--- src/rtl/bpa_pkg.sv ---
// Shared types and constants of the buddy page allocator.
// Depends on nothing; every other file imports it.
package bpa_pkg;

  localparam int unsigned NumPages  = 65536;
  localparam int unsigned MaxOrder  = 10;
  localparam int unsigned Levels    = MaxOrder + 1;
  localparam int unsigned PageW     = $clog2(NumPages);
  localparam int unsigned LinkW     = PageW + 1;
  localparam int unsigned OrdW      = 4;
  localparam int unsigned MarkW     = 5;
  localparam int unsigned LvlW      = $clog2(Levels);
  localparam logic [LinkW-1:0] Nil  = LinkW'(NumPages);
  localparam logic [16:0] CountMax  = 17'h1FFFF;

  localparam logic [1:0] ReqAlloc = 2'd0;
  localparam logic [1:0] ReqFree  = 2'd1;
  localparam logic [1:0] ReqAdd   = 2'd2;

  localparam logic [1:0] StOk    = 2'd0;
  localparam logic [1:0] StOrder = 2'd1;
  localparam logic [1:0] StOom   = 2'd2;
  localparam logic [1:0] StPool  = 2'd3;

  typedef struct packed {
    logic [1:0]  req_type;
    logic [3:0]  order;
    logic [15:0] page;
    logic [16:0] end_page;
  } req_t;

  typedef struct packed {
    logic [15:0] alloc_page;
    logic [1:0]  status;
    logic [16:0] managed_pages;
  } rsp_t;

  // Datapath micro-operations issued by the controller.
  typedef enum logic [3:0] {
    OpNone,
    OpLoad,      // latch request fields
    OpMarkRd,    // read free_mark at addr_q
    OpLinkRd,    // read next_link at addr_q
    OpPush,      // push addr_q at ord_q
    OpPopHead,   // head[ord_q] <= rdata link; clear mark
    OpFixLink,   // link[prev_q] <= link read; clear mark
    OpStep,      // advance cursor
    OpClear      // clear one mark entry after reset
  } op_e;

  typedef struct packed {
    logic [MarkW-1:0]  mark;
    logic [LinkW-1:0]  link;
    logic [LinkW-1:0]  head;
  } sts_t;

endpackage

--- src/rtl/bpa_counter.sv ---
// Count of managed pages, bumped for each block an add-range pushes.
// Depends on bpa_pkg.
module bpa_counter (
  input  logic                      clk_i,
  input  logic                      rst_ni,
  input  bpa_pkg::op_e              op_i,
  input  logic                      add_i,
  input  logic [bpa_pkg::LinkW-1:0] size_i,
  output logic [16:0]               count_o
);
  import bpa_pkg::*;

  logic [16:0] count_q;
  logic [17:0] sum;

  assign sum = {1'b0, count_q} + 18'(size_i);

  // Saturate at the field maximum.
  always_ff @(posedge clk_i or negedge rst_ni) begin
    if (!rst_ni) begin
      count_q <= '0;
    end else if (add_i && op_i == OpPush) begin
      count_q <= (sum > 18'(CountMax)) ? CountMax : sum[16:0];
    end
  end

  assign count_o = count_q;
endmodule

--- config.mk ---
export PLATFORM = sky130hd
export DESIGN_NAME = bpa_counter
export DESIGN_NICKNAME = d
export VERILOG_FILES = /design/src/rtl/bpa_pkg.sv /design/src/rtl/bpa_counter.sv
export SDC_FILE = /design/constraint.sdc
export NUM_CORES = 1
export LEC_CHECK = 0
export BUFFER_PORTS_ARGS = -buffer_cell sky130_fd_sc_hd__buf_2
export CAP_MARGIN = 5
export CORE_MARGIN = 3
export CORE_UTILIZATION = 56
export DETAILED_ROUTE_END_ITERATION = 7
export GPL_TIMING_DRIVEN = 0
export PLACE_DENSITY = 0.83
export SYNTH_ARGS = -nofsm -noshare
export SYNTH_HDL_FRONTEND = slang
export SYNTH_SLANG_ARGS = --single-unit
--- constraint.sdc ---
create_clock -name clk_i -period 4.08 [get_ports clk_i]
set_input_delay 0.204 -clock clk_i [delete_from_list [all_inputs] [get_ports clk_i]]
set_output_delay 0.204 -clock clk_i [all_outputs]
set_load 0.02 [all_outputs]
==> results_dict.tcl <==
set metrics [dict create \
    status "finished, final reports clean" \
    final_cell_area_mm2 0.00174 \
    antenna_found_initial 0 \
    postPlaceCellArea_mm2 0.00170 \
    wire_per_inst_um 15.3 \
    syn_inst 152 \
    ctsHtreeMaxLevel 1 \
    insertedDiodeCount 0 \
    setup.worst_path.class "flop to flop" \
    required_ps 4270 \
    async_reset_ff_share_pct 100 \
    worstMarginPinSlew_ps 924 \
    largest_register_ffs 17 \
    critPathLaunch "count_o[0]" \
    r2r_start "count_o[0]" \
    num-nets-final 240 \
    grt_pass1_wl_um 5710 \
    leakage_nw 0.777 \
    syn_to_final_growth_pct 18.5 \
    finalPower_w 0.00141 \
    finalWirelength_um 3450 \
    cts_buffers 3 \
    cts_tree "done" \
    syn_area_mm2 0.00147 \
    final.setup_skew_ps 5.48 \
    syn_nets 194 \
    clk-insertion-delay-late_ps 300 \
    power-per-cell-area_mw_per_mm2 812 \
    grt_max_degree 18 \
    route.detailed.drc 0 \
    port_buffers 40 \
    end_kind "flop" \
    ios 41 \
    instances_no_fill 225 \
    fmaxAchievable_ghz 0.402 \
    clk_pin_slew_ps 110 \
    final_util_pct 74.2 \
    num_vias 1376 \
    die_area_mm2 0.00327 \
    hold_path.class "input pin to flop" \
    period_needed_ps 2490 \
    hold_violations 0 \
    drive_above_1_share_pct 33.5 \
    grt_overflow 0 \
    synth_edf_count 0 \
    place_congestion 0.862 \
    cp-start-kind "flop" \
    finalMaxSlewViolations 0 \
    ys_types 47 \
    period_share_pct 61.0 \
    slew_headroom_pct 37.9 \
    nFillCells 166 \
    dr.pass1.iters 4 \
    drt_first_iter_violations 66 \
    place_inst 220 \
    synth_seq_cells 17 \
    setup_tns_ps 0 \
    ir_worst_vdd_mv 0.593 \
    clock_sinks 17 \
    grt_pass1_vias 1352 \
    seq_area_frac_synth_pct 29.0 \
    max_cap_viol_count 0 \
    clockRootBuffer "clkbuf_4" \
    syn_avg_cell_area_um2 9.64 \
    grtUsageTotal_pct 21.6 \
    finalSetupViolCount 0 \
    clk_path_buf_depth 2 \
    cp_max_fo 4 \
    place_hpwl_um 2710 \
    core_mm2 0.00234 \
    grt_setup_unrepaired "false" \
    yosysWarnings 0 \
    initial_utilization_pct 62.6 \
    fp-row-count 17 \
    via_per_inst 6.12 \
    hold_start "size_i[0]" \
    drt.antenna.violating_nets 0 \
    fp.dieW_um 57.2 \
    worst-endpoint-arrival_ps 2680 \
    die_h_um 57.2 \
    ys.flop_type "dfrtp_1" \
]
final timing paths:
path / end / slack (ps) / depth (start not counted)
hold / removal: count_o[0] / 250 / 3
max in group asynchronous: count_o[11] / 3440 / 2
setup reg to reg: count_o[8] / 1590 / 9
hold reg to reg: count_o[8] / 540 / 1
min in group asynchronous: count_o[7] / 350 / 2
setup / recovery: count_o[8] / 1590 / 9
kinds of logic after synthesis:
family / count (synthesis) / share of synthesized area [%]
AO/OA/AOI/OAI: 57 / 30.5
XOR/XNOR: 12 / 7.17
adder cells (fa/ha/maj): 18 / 15.9
buffers and inverters: 12 / 3.67
flip-flops: 17 / 29.0
multiplexers: 1 / 0.683
AND/OR/NAND/NOR: 35 / 13.1
area by class of cell:
class	instances	area [um2]	area share, %
Clock buffer	4	26.3	1.51
Buffer	5	27.5	1.59
Inverter	7	26.3	1.51
Multi-Input combinational cell	123	986	56.8
Sequential cell	17	425	24.5
Tap cell	28	35.0	2.02
Timing Repair Buffer	41	210	12.1
Yosys cell counts, types with 3 or more instances:
cell type / n / area, um2
a21oi_1: 15 / 75.1
clkbuf_1: 3 / 11.3
dfrtp_1: 17 / 425
ha_1: 17 / 213
inv_1: 7 / 26.3
nand2_1: 9 / 33.8
nand3_1: 5 / 25.0
nand4_1: 4 / 25.0
nor2_1: 5 / 18.8
o21ai_0: 5 / 25.0
o22a_2: 14 / 140
xnor2_1: 7 / 61.3
xor2_1: 5 / 43.8
power by group:
group / leakage [nW] / internal (W) / total [W] / switching, W
clock network: 0.0150 / 0.0000381 / 0.0000965 / 0.0000585
registers: 0.182 / 0.000247 / 0.000310 / 0.0000628
logic: 0.580 / 0.000441 / 0.00100 / 0.000562
total: 0.777 / 0.000727 / 0.00141 / 0.000683
layer usage:
layer  share of wire (%)  global-route usage, %  vias up  wire length (um)
met5                   0                      0        -                 0
met4                 1.7                   7.28        0                60
met2                  49                   38.0       47              1680
met3                 4.9                   2.49        7               168
li1                    -                      -      674                 -
met1                  45                   27.2      648              1540
per-stage QoR:
| step | worst slack (ps) | hold WS (ps) |
|---|---|---|
| 4_1_cts | 1610 | 248 |
| 3_5_place_dp | 1630 | 154 |
| 2_1_floorplan | 1680 | -91.6 |
| 5_1_grt | 1450 | 261 |
| 3_3_place_gp | 1680 | 144 |
| 6_report | 1590 | 246 |
placed cells by master (no fill, tap or decap), drive strengths merged, types with 3 or more instances in the layout:
cell type,synthesis,layout
a21oi,15,15
a31oi,3,3
buf,2,42
clkbuf,3,7
dfrtp,17,17
ha,17,17
inv,7,7
nand2,9,9
nand3,5,5
nand4,4,4
nor2,5,5
o21ai,7,7
o22a,15,15
xnor2,7,7
xor2,5,5
critical path, cell delays in order, from the launching register on:
cell	delay, ps
dfrtp_1	380
ha_1	210
inv_1	60
fa_1	410
nand4b_1	190
a31oi_1	230
or2_1	230
a2111oi_0	120
a31o_2	230
o32a_1	320
timing repair:
item / CTS / global route
setup buffers: 0 / 0
hold buffers: 1 / 0
hold endpoints to repair: 17 / 0
gates resized for setup: 0 / 0
endpoints found under the setup margin: 0 / 0
No activity file was read; power rests on OpenSTA's default activity.
